[src/rtl/ssrt_pkg.sv]
// ----------------------------------------------------------------------------
// Sorted score record table package
// Shared widths, codes, the record type and small helper functions.
// ----------------------------------------------------------------------------
`timescale 1ns / 1ps
`default_nettype none

package ssrt_pkg;

  localparam int CAPACITY_DEF = 32;
  localparam int NUM_BUCKETS  = 5;

  localparam int CMD_W   = 3;
  localparam int ID_W    = 16;
  localparam int SCORE_W = 10;
  localparam int SUM_W   = 11;
  localparam int STAT_W  = 2;
  localparam int BKT_W   = 3;
  localparam int CNT_W   = 7;
  localparam int CFG_IW  = 3;

  // Command codes
  localparam logic [CMD_W-1:0] CMD_APPEND = 3'd0;
  localparam logic [CMD_W-1:0] CMD_INSERT = 3'd1;
  localparam logic [CMD_W-1:0] CMD_DELETE = 3'd2;
  localparam logic [CMD_W-1:0] CMD_FIND   = 3'd3;
  localparam logic [CMD_W-1:0] CMD_SORT   = 3'd4;
  localparam logic [CMD_W-1:0] CMD_HIST   = 3'd5;

  // Status codes
  localparam logic [STAT_W-1:0] STAT_OK        = 2'd0;
  localparam logic [STAT_W-1:0] STAT_NOT_FOUND = 2'd1;
  localparam logic [STAT_W-1:0] STAT_FULL      = 2'd2;
  localparam logic [STAT_W-1:0] STAT_EMPTY     = 2'd3;

  // Configuration register indexes
  localparam logic [CFG_IW-1:0] CFG_LIMIT_ONE   = 3'd0;
  localparam logic [CFG_IW-1:0] CFG_LIMIT_TWO   = 3'd1;
  localparam logic [CFG_IW-1:0] CFG_LIMIT_THREE = 3'd2;
  localparam logic [CFG_IW-1:0] CFG_LIMIT_FOUR  = 3'd3;

  // Reset values of the bucket limits
  localparam logic [SUM_W-1:0] LIMIT_ONE_RST   = 11'd1180;
  localparam logic [SUM_W-1:0] LIMIT_TWO_RST   = 11'd1380;
  localparam logic [SUM_W-1:0] LIMIT_THREE_RST = 11'd1580;
  localparam logic [SUM_W-1:0] LIMIT_FOUR_RST  = 11'd1780;

  typedef struct packed {
    logic [ID_W-1:0]    id;
    logic [SCORE_W-1:0] first;
    logic [SCORE_W-1:0] second;
  } rec_t;

  // Sum of both scores of a record.
  function automatic logic [SUM_W-1:0] rec_sum(input rec_t r);
    return SUM_W'(r.first) + SUM_W'(r.second);
  endfunction

  // Bucket of a sum; the limits are tested in register order.
  function automatic logic [BKT_W-1:0] bucket_of(input logic [SUM_W-1:0] s,
                                                 input logic [SUM_W-1:0] l0,
                                                 input logic [SUM_W-1:0] l1,
                                                 input logic [SUM_W-1:0] l2,
                                                 input logic [SUM_W-1:0] l3);
    logic [BKT_W-1:0] b;
    if (s <= l0) b = 3'd0;
    else if (s <= l1) b = 3'd1;
    else if (s <= l2) b = 3'd2;
    else if (s <= l3) b = 3'd3;
    else b = 3'd4;
    return b;
  endfunction

endpackage

`default_nettype wire

[src/rtl/ssrt_if.sv]
// ----------------------------------------------------------------------------
// Sorted score record table channels
// Valid/ready interfaces for the command, result and configuration channels.
// ----------------------------------------------------------------------------
`timescale 1ns / 1ps
`default_nettype none

interface ssrt_in_if;
  logic                            valid;
  logic                            ready;
  logic [ssrt_pkg::CMD_W-1:0]      cmd;
  logic [ssrt_pkg::ID_W-1:0]       record_id;
  logic [ssrt_pkg::SCORE_W-1:0]    first_score;
  logic [ssrt_pkg::SCORE_W-1:0]    second_score;
  modport source (output valid, cmd, record_id, first_score, second_score, input ready);
  modport sink (input valid, cmd, record_id, first_score, second_score, output ready);
endinterface

interface ssrt_out_if;
  logic                            valid;
  logic                            ready;
  logic [ssrt_pkg::STAT_W-1:0]     status;
  logic [ssrt_pkg::ID_W-1:0]       out_id;
  logic [ssrt_pkg::SCORE_W-1:0]    out_first;
  logic [ssrt_pkg::SCORE_W-1:0]    out_second;
  logic [ssrt_pkg::SUM_W-1:0]      out_sum;
  logic [ssrt_pkg::BKT_W-1:0]      bucket_index;
  logic [ssrt_pkg::CNT_W-1:0]      count_value;
  logic                            last;
  modport source (output valid, status, out_id, out_first, out_second, out_sum,
                  bucket_index, count_value, last, input ready);
  modport sink (input valid, status, out_id, out_first, out_second, out_sum,
                bucket_index, count_value, last, output ready);
endinterface

interface ssrt_cfg_if;
  logic                            valid;
  logic                            ready;
  logic [ssrt_pkg::CFG_IW-1:0]     reg_index;
  logic [ssrt_pkg::SUM_W-1:0]      wr_data;
  modport source (output valid, reg_index, wr_data, input ready);
  modport sink (input valid, reg_index, wr_data, output ready);
endinterface

`default_nettype wire

[src/rtl/ssrt_ram.sv]
// ----------------------------------------------------------------------------
// Generic RAM
// One write port and one read port with registered, enabled read data.
// ----------------------------------------------------------------------------
`timescale 1ns / 1ps
`default_nettype none

module ssrt_ram #(
  parameter int WIDTH = 36,
  parameter int DEPTH = 32
) (
  input  wire logic                     clk,
  input  wire logic                     wr_en,
  input  wire logic [$clog2(DEPTH)-1:0] wr_addr,
  input  wire logic [WIDTH-1:0]         wr_data,
  input  wire logic                     rd_en,
  input  wire logic [$clog2(DEPTH)-1:0] rd_addr,
  output      logic [WIDTH-1:0]         rd_data
);

  logic [WIDTH-1:0] mem [DEPTH];

  // Write port and registered read port.
  always_ff @(posedge clk) begin
    if (wr_en) begin
      mem[wr_addr] <= wr_data;
    end
    if (rd_en) begin
      rd_data <= mem[rd_addr];
    end
  end

endmodule

`default_nettype wire

[src/rtl/sorted_score_record_table.sv]
// ----------------------------------------------------------------------------
// Sorted score record table
// A table of id/score records kept in one RAM and worked on by a sequencer.
// ----------------------------------------------------------------------------
// Usage:
//   in_ch takes one command beat at a time (append, sorted insert, delete,
//   find, sort and list, histogram); ready is high only while the block is
//   idle. out_ch carries the result beats, the final one with last set.
//   cfg_ch writes the four bucket limits at any time and is always ready.
// Sequencing:
//   Each entry visited is read once through the single RAM read port with
//   registered data. Histogram gives five beats, one per bucket, and sort
//   and list gives one beat per entry. A result beat held back by the
//   receiver stalls the sequencer. The next command is taken once the last
//   beat is loaded.
// Reset:
//   rst_n empties the table and loads the default limits; no clearing pass
//   is run and the RAM contents are simply ignored until written.
// Stalls:
//   A single output register holds each result beat; the sequencer waits
//   while the receiver holds ready low, and nothing is lost or repeated.
// ----------------------------------------------------------------------------
`timescale 1ns / 1ps
`default_nettype none

module sorted_score_record_table #(
  parameter int CAPACITY = ssrt_pkg::CAPACITY_DEF
) (
  input wire logic   clk,
  input wire logic   rst_n,
  ssrt_in_if.sink    in_ch,
  ssrt_out_if.source out_ch,
  ssrt_cfg_if.sink   cfg_ch
);

  localparam int AW = $clog2(CAPACITY);
  localparam int CW = $clog2(CAPACITY + 1);
  localparam int RW = $bits(ssrt_pkg::rec_t);

  typedef enum logic [15:0] {
    ST_IDLE       = 16'b0000_0000_0000_0001,
    ST_SCAN_RD    = 16'b0000_0000_0000_0010,
    ST_SCAN_CHK   = 16'b0000_0000_0000_0100,
    ST_SHIFT_RD   = 16'b0000_0000_0000_1000,
    ST_SHIFT_WR   = 16'b0000_0000_0001_0000,
    ST_PUT        = 16'b0000_0000_0010_0000,
    ST_SORT_OUTER = 16'b0000_0000_0100_0000,
    ST_SORT_FIRST = 16'b0000_0000_1000_0000,
    ST_SORT_RD    = 16'b0000_0001_0000_0000,
    ST_SORT_CHK   = 16'b0000_0010_0000_0000,
    ST_SWAP_A     = 16'b0000_0100_0000_0000,
    ST_SWAP_B     = 16'b0000_1000_0000_0000,
    ST_LIST_RD    = 16'b0001_0000_0000_0000,
    ST_LIST_EMIT  = 16'b0010_0000_0000_0000,
    ST_HIST_EMIT  = 16'b0100_0000_0000_0000,
    ST_REPLY      = 16'b1000_0000_0000_0000
  } state_t;

  state_t state_r, state_nxt;

  ssrt_pkg::rec_t key_r, key_nxt;
  ssrt_pkg::rec_t hold_r, hold_nxt;
  ssrt_pkg::rec_t min_r, min_nxt;
  ssrt_pkg::rec_t reci_r, reci_nxt;
  ssrt_pkg::rec_t key_in;
  ssrt_pkg::rec_t rd_rec;

  logic [ssrt_pkg::CMD_W-1:0]  cmd_r, cmd_nxt;
  logic [ssrt_pkg::STAT_W-1:0] st_r, st_nxt;
  logic [CW-1:0]               cnt_r, cnt_nxt;
  logic [CW-1:0]               idx_r, idx_nxt;
  logic [CW-1:0]               pos_r, pos_nxt;
  logic [CW-1:0]               i_r, i_nxt;
  logic [CW-1:0]               k_r, k_nxt;
  logic [CW-1:0]               idx_dec;
  logic [CW-1:0]               idx_inc;
  logic [CW-1:0]               i_inc;
  logic [ssrt_pkg::BKT_W-1:0]  b_r, b_nxt;
  logic [ssrt_pkg::BKT_W-1:0]  bkt;
  logic [ssrt_pkg::CNT_W-1:0]  hcnt_r [ssrt_pkg::NUM_BUCKETS];
  logic [ssrt_pkg::CNT_W-1:0]  hcnt_nxt [ssrt_pkg::NUM_BUCKETS];
  logic [ssrt_pkg::SUM_W-1:0]  lim_r [4];
  logic [ssrt_pkg::SUM_W-1:0]  key_sum;

  // Output register
  logic                        out_vld_r, out_vld_nxt;
  logic [ssrt_pkg::STAT_W-1:0] o_st_r, o_st_nxt;
  ssrt_pkg::rec_t              o_rec_r, o_rec_nxt;
  logic [ssrt_pkg::BKT_W-1:0]  o_bkt_r, o_bkt_nxt;
  logic [ssrt_pkg::CNT_W-1:0]  o_cnt_r, o_cnt_nxt;
  logic                        o_last_r, o_last_nxt;
  logic                        out_free;

  // RAM port signals
  logic          wr_en;
  logic [AW-1:0] wr_addr;
  logic [RW-1:0] wr_data;
  logic          rd_en;
  logic [AW-1:0] rd_addr;
  logic [RW-1:0] rd_data;

  ssrt_ram #(.WIDTH(RW), .DEPTH(CAPACITY)) u_ram (
    .clk     (clk),
    .wr_en   (wr_en),
    .wr_addr (wr_addr),
    .wr_data (wr_data),
    .rd_en   (rd_en),
    .rd_addr (rd_addr),
    .rd_data (rd_data)
  );

  // Handshake and helper values.
  assign in_ch.ready  = (state_r == ST_IDLE);
  assign cfg_ch.ready = 1'b1;
  assign out_free     = !out_vld_r || out_ch.ready;
  assign rd_rec       = ssrt_pkg::rec_t'(rd_data);
  assign key_sum      = ssrt_pkg::rec_sum(key_r);
  assign idx_dec      = idx_r - CW'(1);
  assign idx_inc      = idx_r + CW'(1);
  assign i_inc        = i_r + CW'(1);
  assign bkt          = ssrt_pkg::bucket_of(ssrt_pkg::rec_sum(rd_rec),
                                            lim_r[0], lim_r[1], lim_r[2], lim_r[3]);

  always_comb begin
    key_in.id     = in_ch.record_id;
    key_in.first  = in_ch.first_score;
    key_in.second = in_ch.second_score;
  end

  // Result beat outputs.
  assign out_ch.valid        = out_vld_r;
  assign out_ch.status       = o_st_r;
  assign out_ch.out_id       = o_rec_r.id;
  assign out_ch.out_first    = o_rec_r.first;
  assign out_ch.out_second   = o_rec_r.second;
  assign out_ch.out_sum      = ssrt_pkg::rec_sum(o_rec_r);
  assign out_ch.bucket_index = o_bkt_r;
  assign out_ch.count_value  = o_cnt_r;
  assign out_ch.last         = o_last_r;

  // Sequencer.
  always_comb begin
    state_nxt = state_r;
    key_nxt   = key_r;
    hold_nxt  = hold_r;
    min_nxt   = min_r;
    reci_nxt  = reci_r;
    cmd_nxt   = cmd_r;
    st_nxt    = st_r;
    cnt_nxt   = cnt_r;
    idx_nxt   = idx_r;
    pos_nxt   = pos_r;
    i_nxt     = i_r;
    k_nxt     = k_r;
    b_nxt     = b_r;
    hcnt_nxt  = hcnt_r;

    rd_en   = 1'b0;
    rd_addr = idx_r[AW-1:0];
    wr_en   = 1'b0;
    wr_addr = idx_r[AW-1:0];
    wr_data = RW'(min_r);

    out_vld_nxt = out_vld_r && !out_ch.ready;
    o_st_nxt    = o_st_r;
    o_rec_nxt   = o_rec_r;
    o_bkt_nxt   = o_bkt_r;
    o_cnt_nxt   = o_cnt_r;
    o_last_nxt  = o_last_r;

    case (state_r)
      ST_IDLE: begin
        if (in_ch.valid) begin
          key_nxt = key_in;
          cmd_nxt = in_ch.cmd;
          idx_nxt = '0;
          b_nxt   = '0;
          for (int b = 0; b < ssrt_pkg::NUM_BUCKETS; b++) begin
            hcnt_nxt[b] = '0;
          end
          case (in_ch.cmd)
            ssrt_pkg::CMD_APPEND, ssrt_pkg::CMD_INSERT: begin
              if (cnt_r == CW'(CAPACITY)) begin
                st_nxt    = ssrt_pkg::STAT_FULL;
                hold_nxt  = key_in;
                state_nxt = ST_REPLY;
              end else if (in_ch.cmd == ssrt_pkg::CMD_APPEND) begin
                pos_nxt   = cnt_r;
                state_nxt = ST_PUT;
              end else begin
                state_nxt = ST_SCAN_RD;
              end
            end
            ssrt_pkg::CMD_DELETE, ssrt_pkg::CMD_FIND, ssrt_pkg::CMD_HIST: begin
              state_nxt = ST_SCAN_RD;
            end
            ssrt_pkg::CMD_SORT: begin
              if (cnt_r == '0) begin
                st_nxt    = ssrt_pkg::STAT_EMPTY;
                hold_nxt  = '0;
                state_nxt = ST_REPLY;
              end else begin
                i_nxt     = '0;
                state_nxt = ST_SORT_OUTER;
              end
            end
            default: begin
              state_nxt = ST_IDLE;
            end
          endcase
        end
      end

      // Linear walk used by insert, delete, find and histogram.
      ST_SCAN_RD: begin
        if (idx_r == cnt_r) begin
          case (cmd_r)
            ssrt_pkg::CMD_INSERT: begin
              pos_nxt   = cnt_r;
              state_nxt = ST_PUT;
            end
            ssrt_pkg::CMD_HIST: begin
              state_nxt = ST_HIST_EMIT;
            end
            default: begin
              st_nxt        = ssrt_pkg::STAT_NOT_FOUND;
              hold_nxt      = '0;
              hold_nxt.id   = key_r.id;
              state_nxt     = ST_REPLY;
            end
          endcase
        end else begin
          rd_en     = 1'b1;
          state_nxt = ST_SCAN_CHK;
        end
      end

      ST_SCAN_CHK: begin
        case (cmd_r)
          ssrt_pkg::CMD_INSERT: begin
            if (ssrt_pkg::rec_sum(rd_rec) >= key_sum) begin
              pos_nxt   = idx_r;
              idx_nxt   = cnt_r;
              state_nxt = ST_SHIFT_RD;
            end else begin
              idx_nxt   = idx_inc;
              state_nxt = ST_SCAN_RD;
            end
          end
          ssrt_pkg::CMD_HIST: begin
            for (int b = 0; b < ssrt_pkg::NUM_BUCKETS; b++) begin
              if (bkt == ssrt_pkg::BKT_W'(b)) begin
                hcnt_nxt[b] = hcnt_r[b] + ssrt_pkg::CNT_W'(1);
              end
            end
            idx_nxt   = idx_inc;
            state_nxt = ST_SCAN_RD;
          end
          default: begin
            idx_nxt = idx_inc;
            if (rd_rec.id == key_r.id) begin
              hold_nxt = rd_rec;
              st_nxt   = ssrt_pkg::STAT_OK;
              if (cmd_r == ssrt_pkg::CMD_FIND) begin
                state_nxt = ST_REPLY;
              end else begin
                state_nxt = ST_SHIFT_RD;
              end
            end else begin
              state_nxt = ST_SCAN_RD;
            end
          end
        endcase
      end

      // Entry moves: upwards for insert, downwards for delete.
      ST_SHIFT_RD: begin
        if (cmd_r == ssrt_pkg::CMD_INSERT) begin
          if (idx_r == pos_r) begin
            state_nxt = ST_PUT;
          end else begin
            rd_en     = 1'b1;
            rd_addr   = idx_dec[AW-1:0];
            state_nxt = ST_SHIFT_WR;
          end
        end else begin
          if (idx_r == cnt_r) begin
            cnt_nxt   = cnt_r - CW'(1);
            state_nxt = ST_REPLY;
          end else begin
            rd_en     = 1'b1;
            state_nxt = ST_SHIFT_WR;
          end
        end
      end

      ST_SHIFT_WR: begin
        wr_en   = 1'b1;
        wr_data = rd_data;
        if (cmd_r == ssrt_pkg::CMD_INSERT) begin
          wr_addr = idx_r[AW-1:0];
          idx_nxt = idx_dec;
        end else begin
          wr_addr = idx_dec[AW-1:0];
          idx_nxt = idx_inc;
        end
        state_nxt = ST_SHIFT_RD;
      end

      ST_PUT: begin
        wr_en     = 1'b1;
        wr_addr   = pos_r[AW-1:0];
        wr_data   = RW'(key_r);
        cnt_nxt   = cnt_r + CW'(1);
        hold_nxt  = key_r;
        st_nxt    = ssrt_pkg::STAT_OK;
        state_nxt = ST_REPLY;
      end

      // Selection sort: one pass per outer position.
      ST_SORT_OUTER: begin
        if (i_inc >= cnt_r) begin
          idx_nxt   = '0;
          state_nxt = ST_LIST_RD;
        end else begin
          rd_en     = 1'b1;
          rd_addr   = i_r[AW-1:0];
          idx_nxt   = i_inc;
          state_nxt = ST_SORT_FIRST;
        end
      end

      ST_SORT_FIRST: begin
        reci_nxt  = rd_rec;
        min_nxt   = rd_rec;
        k_nxt     = i_r;
        state_nxt = ST_SORT_RD;
      end

      ST_SORT_RD: begin
        if (idx_r == cnt_r) begin
          if (k_r != i_r) begin
            state_nxt = ST_SWAP_A;
          end else begin
            i_nxt     = i_inc;
            state_nxt = ST_SORT_OUTER;
          end
        end else begin
          rd_en     = 1'b1;
          state_nxt = ST_SORT_CHK;
        end
      end

      ST_SORT_CHK: begin
        if (ssrt_pkg::rec_sum(min_r) > ssrt_pkg::rec_sum(rd_rec)) begin
          min_nxt = rd_rec;
          k_nxt   = idx_r;
        end
        idx_nxt   = idx_inc;
        state_nxt = ST_SORT_RD;
      end

      ST_SWAP_A: begin
        wr_en     = 1'b1;
        wr_addr   = i_r[AW-1:0];
        wr_data   = RW'(min_r);
        state_nxt = ST_SWAP_B;
      end

      ST_SWAP_B: begin
        wr_en     = 1'b1;
        wr_addr   = k_r[AW-1:0];
        wr_data   = RW'(reci_r);
        i_nxt     = i_inc;
        state_nxt = ST_SORT_OUTER;
      end

      // Listing of the sorted table.
      ST_LIST_RD: begin
        rd_en     = 1'b1;
        state_nxt = ST_LIST_EMIT;
      end

      ST_LIST_EMIT: begin
        if (out_free) begin
          out_vld_nxt = 1'b1;
          o_st_nxt    = ssrt_pkg::STAT_OK;
          o_rec_nxt   = rd_rec;
          o_bkt_nxt   = '0;
          o_cnt_nxt   = ssrt_pkg::CNT_W'(cnt_r);
          o_last_nxt  = (idx_inc == cnt_r);
          if (idx_inc == cnt_r) begin
            state_nxt = ST_IDLE;
          end else begin
            idx_nxt   = idx_inc;
            state_nxt = ST_LIST_RD;
          end
        end
      end

      ST_HIST_EMIT: begin
        if (out_free) begin
          out_vld_nxt = 1'b1;
          o_st_nxt    = ssrt_pkg::STAT_OK;
          o_rec_nxt   = '0;
          o_bkt_nxt   = b_r;
          o_cnt_nxt   = hcnt_r[b_r];
          o_last_nxt  = (b_r == ssrt_pkg::BKT_W'(ssrt_pkg::NUM_BUCKETS - 1));
          b_nxt       = b_r + ssrt_pkg::BKT_W'(1);
          if (b_r == ssrt_pkg::BKT_W'(ssrt_pkg::NUM_BUCKETS - 1)) begin
            state_nxt = ST_IDLE;
          end
        end
      end

      ST_REPLY: begin
        if (out_free) begin
          out_vld_nxt = 1'b1;
          o_st_nxt    = st_r;
          o_rec_nxt   = hold_r;
          o_bkt_nxt   = '0;
          o_cnt_nxt   = ssrt_pkg::CNT_W'(cnt_r);
          o_last_nxt  = 1'b1;
          state_nxt   = ST_IDLE;
        end
      end

      default: begin
        state_nxt = ST_IDLE;
      end
    endcase
  end

  // Control state with reset.
  always_ff @(posedge clk) begin
    if (!rst_n) begin
      state_r   <= ST_IDLE;
      cnt_r     <= '0;
      out_vld_r <= 1'b0;
      lim_r[0]  <= ssrt_pkg::LIMIT_ONE_RST;
      lim_r[1]  <= ssrt_pkg::LIMIT_TWO_RST;
      lim_r[2]  <= ssrt_pkg::LIMIT_THREE_RST;
      lim_r[3]  <= ssrt_pkg::LIMIT_FOUR_RST;
    end else begin
      state_r   <= state_nxt;
      cnt_r     <= cnt_nxt;
      out_vld_r <= out_vld_nxt;
      if (cfg_ch.valid) begin
        case (cfg_ch.reg_index)
          ssrt_pkg::CFG_LIMIT_ONE:   lim_r[0] <= cfg_ch.wr_data;
          ssrt_pkg::CFG_LIMIT_TWO:   lim_r[1] <= cfg_ch.wr_data;
          ssrt_pkg::CFG_LIMIT_THREE: lim_r[2] <= cfg_ch.wr_data;
          ssrt_pkg::CFG_LIMIT_FOUR:  lim_r[3] <= cfg_ch.wr_data;
          default: begin
          end
        endcase
      end
    end
  end

  // Working and payload registers.
  always_ff @(posedge clk) begin
    key_r    <= key_nxt;
    hold_r   <= hold_nxt;
    min_r    <= min_nxt;
    reci_r   <= reci_nxt;
    cmd_r    <= cmd_nxt;
    st_r     <= st_nxt;
    idx_r    <= idx_nxt;
    pos_r    <= pos_nxt;
    i_r      <= i_nxt;
    k_r      <= k_nxt;
    b_r      <= b_nxt;
    hcnt_r   <= hcnt_nxt;
    o_st_r   <= o_st_nxt;
    o_rec_r  <= o_rec_nxt;
    o_bkt_r  <= o_bkt_nxt;
    o_cnt_r  <= o_cnt_nxt;
    o_last_r <= o_last_nxt;
  end

`ifndef SYNTHESIS
  // The table never holds more than its capacity.
  a_cnt_bound: assert property (@(posedge clk) disable iff (!rst_n)
    cnt_r <= CW'(CAPACITY))
    else $error("entry count above capacity");

  // The entry count moves by at most one per cycle.
  a_cnt_step: assert property (@(posedge clk) disable iff (!rst_n)
    (cnt_r != $past(cnt_r)) |->
      (cnt_r == $past(cnt_r) + CW'(1) || cnt_r == $past(cnt_r) - CW'(1)))
    else $error("entry count jumped");

  // The table is only written while a command is in progress.
  a_wr_busy: assert property (@(posedge clk) disable iff (!rst_n)
    wr_en |-> !in_ch.ready)
    else $error("table written while idle");
`endif

endmodule

`default_nettype wire
[src/flat_wrapper.sv]
// flat-port wrapper written by rule: the top's interface ports become plain ports
module sorted_score_record_table_flat 
#(
  parameter int CAPACITY = ssrt_pkg::CAPACITY_DEF
)
  (clk, rst_n, in_ch_valid, in_ch_cmd, in_ch_record_id, in_ch_first_score, in_ch_second_score, in_ch_ready, out_ch_valid, out_ch_status, out_ch_out_id, out_ch_out_first, out_ch_out_second, out_ch_out_sum, out_ch_bucket_index, out_ch_count_value, out_ch_last, out_ch_ready, cfg_ch_valid, cfg_ch_reg_index, cfg_ch_wr_data, cfg_ch_ready);
  ssrt_in_if in_ch_i ();
  ssrt_out_if out_ch_i ();
  ssrt_cfg_if cfg_ch_i ();
  input wire logic clk;
  input wire logic rst_n;
  input wire logic [$bits(in_ch_i.valid)-1:0] in_ch_valid;
  input wire logic [$bits(in_ch_i.cmd)-1:0] in_ch_cmd;
  input wire logic [$bits(in_ch_i.record_id)-1:0] in_ch_record_id;
  input wire logic [$bits(in_ch_i.first_score)-1:0] in_ch_first_score;
  input wire logic [$bits(in_ch_i.second_score)-1:0] in_ch_second_score;
  output wire logic [$bits(in_ch_i.ready)-1:0] in_ch_ready;
  output wire logic [$bits(out_ch_i.valid)-1:0] out_ch_valid;
  output wire logic [$bits(out_ch_i.status)-1:0] out_ch_status;
  output wire logic [$bits(out_ch_i.out_id)-1:0] out_ch_out_id;
  output wire logic [$bits(out_ch_i.out_first)-1:0] out_ch_out_first;
  output wire logic [$bits(out_ch_i.out_second)-1:0] out_ch_out_second;
  output wire logic [$bits(out_ch_i.out_sum)-1:0] out_ch_out_sum;
  output wire logic [$bits(out_ch_i.bucket_index)-1:0] out_ch_bucket_index;
  output wire logic [$bits(out_ch_i.count_value)-1:0] out_ch_count_value;
  output wire logic [$bits(out_ch_i.last)-1:0] out_ch_last;
  input wire logic [$bits(out_ch_i.ready)-1:0] out_ch_ready;
  input wire logic [$bits(cfg_ch_i.valid)-1:0] cfg_ch_valid;
  input wire logic [$bits(cfg_ch_i.reg_index)-1:0] cfg_ch_reg_index;
  input wire logic [$bits(cfg_ch_i.wr_data)-1:0] cfg_ch_wr_data;
  output wire logic [$bits(cfg_ch_i.ready)-1:0] cfg_ch_ready;
  assign in_ch_i.valid = in_ch_valid;
  assign in_ch_i.cmd = in_ch_cmd;
  assign in_ch_i.record_id = in_ch_record_id;
  assign in_ch_i.first_score = in_ch_first_score;
  assign in_ch_i.second_score = in_ch_second_score;
  assign in_ch_ready = in_ch_i.ready;
  assign out_ch_valid = out_ch_i.valid;
  assign out_ch_status = out_ch_i.status;
  assign out_ch_out_id = out_ch_i.out_id;
  assign out_ch_out_first = out_ch_i.out_first;
  assign out_ch_out_second = out_ch_i.out_second;
  assign out_ch_out_sum = out_ch_i.out_sum;
  assign out_ch_bucket_index = out_ch_i.bucket_index;
  assign out_ch_count_value = out_ch_i.count_value;
  assign out_ch_last = out_ch_i.last;
  assign out_ch_i.ready = out_ch_ready;
  assign cfg_ch_i.valid = cfg_ch_valid;
  assign cfg_ch_i.reg_index = cfg_ch_reg_index;
  assign cfg_ch_i.wr_data = cfg_ch_wr_data;
  assign cfg_ch_ready = cfg_ch_i.ready;
  sorted_score_record_table #(.CAPACITY(CAPACITY)) u_core (.clk(clk), .rst_n(rst_n), .in_ch(in_ch_i), .out_ch(out_ch_i), .cfg_ch(cfg_ch_i));
endmodule
[config.mk]
export PLATFORM = sky130hd
export DESIGN_NAME = sorted_score_record_table_flat
export DESIGN_NICKNAME = d
export VERILOG_FILES = /design/src/rtl/ssrt_pkg.sv /design/src/rtl/ssrt_if.sv /design/src/rtl/ssrt_ram.sv /design/src/rtl/sorted_score_record_table.sv /design/src/flat_wrapper.sv
export SDC_FILE = /design/constraint.sdc
export NUM_CORES = 2
export LEC_CHECK = 0
export BUFFER_PORTS_ARGS = -buffer_cell sky130_fd_sc_hd__buf_4
export CORE_ASPECT_RATIO = 1.5
export CORE_UTILIZATION = 40
export DETAILED_ROUTE_END_ITERATION = 16
export PLACE_DENSITY_LB_ADDON = 0.15
export RECOVER_POWER = 50
export SLEW_MARGIN = 15
export SYNTH_ARGS = -nofsm -noshare
export SYNTH_HDL_FRONTEND = slang
export SYNTH_SLANG_ARGS = --single-unit
[constraint.sdc]
create_clock -name clk -period 6.09 [get_ports clk]
set_input_delay 0.609 -clock clk [delete_from_list [all_inputs] [get_ports clk]]
set_output_delay 0.609 -clock clk [all_outputs]
set_load 0.05 [all_outputs]
==> results.env <==
POSTLAYOUTSETUPSLACKWORST_PS=484
POSTROUTEANTENNANETS=0
TNS_PS=0
GLOBALROUTE.TOTALOVERFLOW=0
POWERDENSITY_nW_PER_UM2=363
HOLD_SLACK_PS=155
PERIOD_NEEDED_PS=5610
LAYOUT_WORST_PATH_CYCLE_SHARE_PCT=92.1
WORSTSKEWPAIRLATENCY_PS=780
TIMING.FMAX_MHz=178
FAILED_CHECKS='max-capacitance violations, max-slew violations'
R2R-END='u_core.u_ram.rd_data[16]'
CLOCKROOTBUFFER='clkbuf_16'
CP_CELL_SEQUENCE='nor4_1 -> nand3_1 -> or3_1 -> nor3b_1 -> o21ai_0 -> nand3_1 -> clkbuf_2'
SLOWEST_STAGE_DELAY_ON_CRITICAL_PATH_PS=1250
SYNTH_ENABLE_FLOP_CELLS=1492
WORSTPATHMAXFANOUT=19
IO_PINS=121
INITIAL_CORE_UTIL_PCT=40.2
ROUTED_WIRE_LENGTH_PER_INSTANCE_UM=27.4
CLOCK_SKEW_PS=27.4
PLACEMENT.IO_BUFFERS=119
HPWLAFTERDP_UM=117000
CORE_AREA_UM2=158000
RUN_STATUS='complete, but fails checks'
REG2REG_SLACK_PS=480
FP.DIEAREA_UM2=161000
FIRST_PASS_GRT_WIRE_LENGTH_UM=274000
SYNTHESIS.AREA_UM2=63700
TRITONCTS.NUM_BUFFERS=142
SYN-NUM-NETS=4762
CTS_HOLD_BUF=32
SETUP.WORST_PATH.CLASS='reg2reg'
HOLD_START='in_ch_first_score[1]'
CRITPATHCAPTURETYPE='flip-flop'
ROUTED_VIA_DENSITY=5.69
WL_UM=191000
GRT_PASS1_VIAS=39400
TIMING.CRITICAL_PATH.FROM_TYPE='flip-flop'
FIRST_PASS_ITERS=8
UNREPAIRED_SETUP_ENDPOINTS_AFTER_GLOBAL_ROUTING='no'
NUM_ROWS=179
GP_ROUTABILITY_CONGESTION=0.867
MAX-CLOCK-PATH-BUFFERS=3
DR_TOTAL_VIAS=39700
CTS_TREE='done'
TIMING.FINAL.HOLD_VIOLATIONS=0
GRT_ANTENNA_BEFORE_REPAIR=3
TIMING.REG2REG.WORST_PATH_DEPTH=7
YS_ASYNC_SR_FRACTION_PCT=0
MAXIMUM_NUMBER_OF_PINS_ON_ONE_NET_BEFORE_GLOBAL_ROUTE_REPAIR=91
NUMBER_OF_UNIQUE_STANDARD_CELL_TYPES_USED_BY_SYNTHESIS=77
MAXCAPVIOLATIONS=18
FINAL_LAYOUT_SIZE_SUFFIX_GT1_SHARE_PCT=9.37
CTS_REPAIR_RESIZE_COUNT=0
N_FILL_CELL=14000
CRITPATHMOSTFREQUENTCELL='nand3_1'
MOST-COMMON-LAYOUT-CELLS='edfxtp_1 (1492), nand2_1 (720), nand3_1 (246)'
SETUP_VIOL=0
POSTCTSSETUPREPAIRBUFS=0
NUMBER_OF_CLOCK_SINKS=1515
MIN_DELAY_PATH_DEPTH=1
DRT-INITIAL-DRC-COUNT=4229
POST-PLACE-WS_PS=905
SYNTH-WARNING-COUNT=0
MOSTFREQUENTLAYOUTCELL='edfxtp_1'
SYNTHTOLAYOUTAREAGROWTH_PCT=14.0
FF_LATCH_COUNT_SYNTH=1515
DIE_HEIGHT_UM=491
CLK_TRANSITION_REPORTED_PATHS_PS=60
YOSYS_MOST_USED_DFF='edfxtp_1'
CTS.HTREE.LEVELS=4
FIN_NETS=4959
YOSYSSEQAREASHARE_PCT=71.0
CP.ARRIVAL_PS=5990
HOLD_CLASS='in2reg'
LEAK_PWR_nW=24.8
REGTOREGSTARTPOINT='u_core.state_r[4]'
SYN-MEAN-INSTANCE-AREA_UM2=13.9
CP_DATA_REQUIRED_TIME_PS=6470
DIE_X_UM=328
POSTSYNTHCELLCOUNT=4579
TIMING.FINAL.MAX_SLEW_VIOLATIONS=503
CRIT_PATH_TOP_DELAY_CELL='nand3_1'
WHS_ENDPOINT='u_core.key_r[11]'
PEAK_SUPPLY_DROP_mV=0.250
TIGHTESTPINTRANSITION_PS=2720
WORST_SLEW_MARGIN_REL_PCT=-81.5
ROUTE.DETAILED.DRC=0
GRTUSAGETOTAL_PCT=23.4
==> through the flow <==
| step | cells | cell area [um^2] | total power [W] | util [%] |
|---|---|---|---|---|
| floorplan | 4579 | 63700 | 0.0157 | - |
| global placement | 6681 | 68500 | 0.0179 | 43.2 |
| detailed placement | 6681 | 68500 | 0.0179 | 43.2 |
| CTS | 6969 | 73200 | 0.0266 | 46.2 |
| global route | 6970 | 72600 | 0.0273 | 45.9 |
| finish | 6971 | 72600 | 0.0263 | 45.9 |
==> state kept, by name, indices dropped and copies added, names as in the netlist, 7 cells and up <==
register / count
u_core.hcnt_r: 35
u_core.hold_r: 36
u_core.key_r: 36
u_core.lim_r: 44
u_core.min_r: 36
u_core.out_ch.count_value: 7
u_core.out_ch.out_first: 10
u_core.out_ch.out_id: 16
u_core.out_ch.out_second: 10
u_core.reci_r: 36
u_core.state_r: 16
u_core.u_ram.mem: 1152
u_core.u_ram.rd_data: 36
==> cells in the mapped netlist (all sizes together) (22+ instances only) <==
master  count  area (um^2)
xor2       55          482
o21ai      53          265
a21oi     237         1190
mux2i     183         1830
xnor2      60          526
dfxtp      23          460
a221oi    152         1350
a32oi      41          359
nand2     724         2720
a222oi     77          771
buf        85          429
and2       34          213
or3        22          138
edfxtp   1492        44800
a31oi      41          257
ha        120         1500
a21o       36          270
nand3     246         1230
nor2      186          698
clkbuf    181          679
inv       135          507
nand4      87          551
a22o       36          315
nand2b     25          156
nor4       49          364
==> area by class of cell <==
cell class	count	area [um^2]	share of cell area, %
multi-input cells	2662	17200	23.7
inverters	136	510	0.703
flip-flops and latches	1515	45300	62.3
well taps	2081	2600	3.59
diodes	2	5.00	0.00689
clock buffers	185	3820	5.26
repair buffers	319	2570	3.54
clock inverters	71	599	0.825
==> report_power, final <==
part,internal [W],switching [W]
combinational,0.00192,0.00392
sequential,0.0116,0.000201
clock,0.00472,0.00396
total,0.0183,0.00808
==> worst max-delay path, delay by kind of cell, from the launching register on <==
kind	cells	cell delay [ps]
buffers and inverters	1	950
DFF	1	350
AOI/OAI and AO/OA	1	260
and+or+nand+nor	5	3590
==> kinds of logic after synthesis <==
kind of cell	count (synthesis)	share of synthesized area, %
fa+ha+maj	127	2.54
simple gates	1479	10.7
mux	195	3.21
compound gates	745	8.42
buf+inv	402	2.54
xor+xnor	115	1.58
other cells	1	0.00588
flops	1515	71.0
==> worst max-delay path by stage <==
stage,startpoint,endpoint,slack [ps],cells past startpoint
after floorplan,u_core.u_ram.rd_data[1],u_core.k_r[0],980,16
after global placement,u_core.i_r[0],u_core.u_ram.rd_data[14],970,14
after detailed placement,u_core.i_r[0],u_core.u_ram.rd_data[14],900,14
after CTS,u_core.i_r[0],u_core.u_ram.rd_data[14],870,14
after global routing,u_core.state_r[15],u_core.u_ram.mem[1][4],280,8
final,u_core.state_r[4],u_core.u_ram.rd_data[16],480,7
==> metal layers <==
layer / routed length, um / track usage [%] / up-vias / share of wire (%)
met5: 0 / 0 / - / 0
met4: 6680 / 8.41 / 0 / 3.5
met3: 7670 / 2.41 / 287 / 4.0
met2: 104000 / 43.6 / 1171 / 54
met1: 73000 / 27.5 / 20300 / 38
li1: - / - / 17900 / -
(Power assumes the default switching activity.)
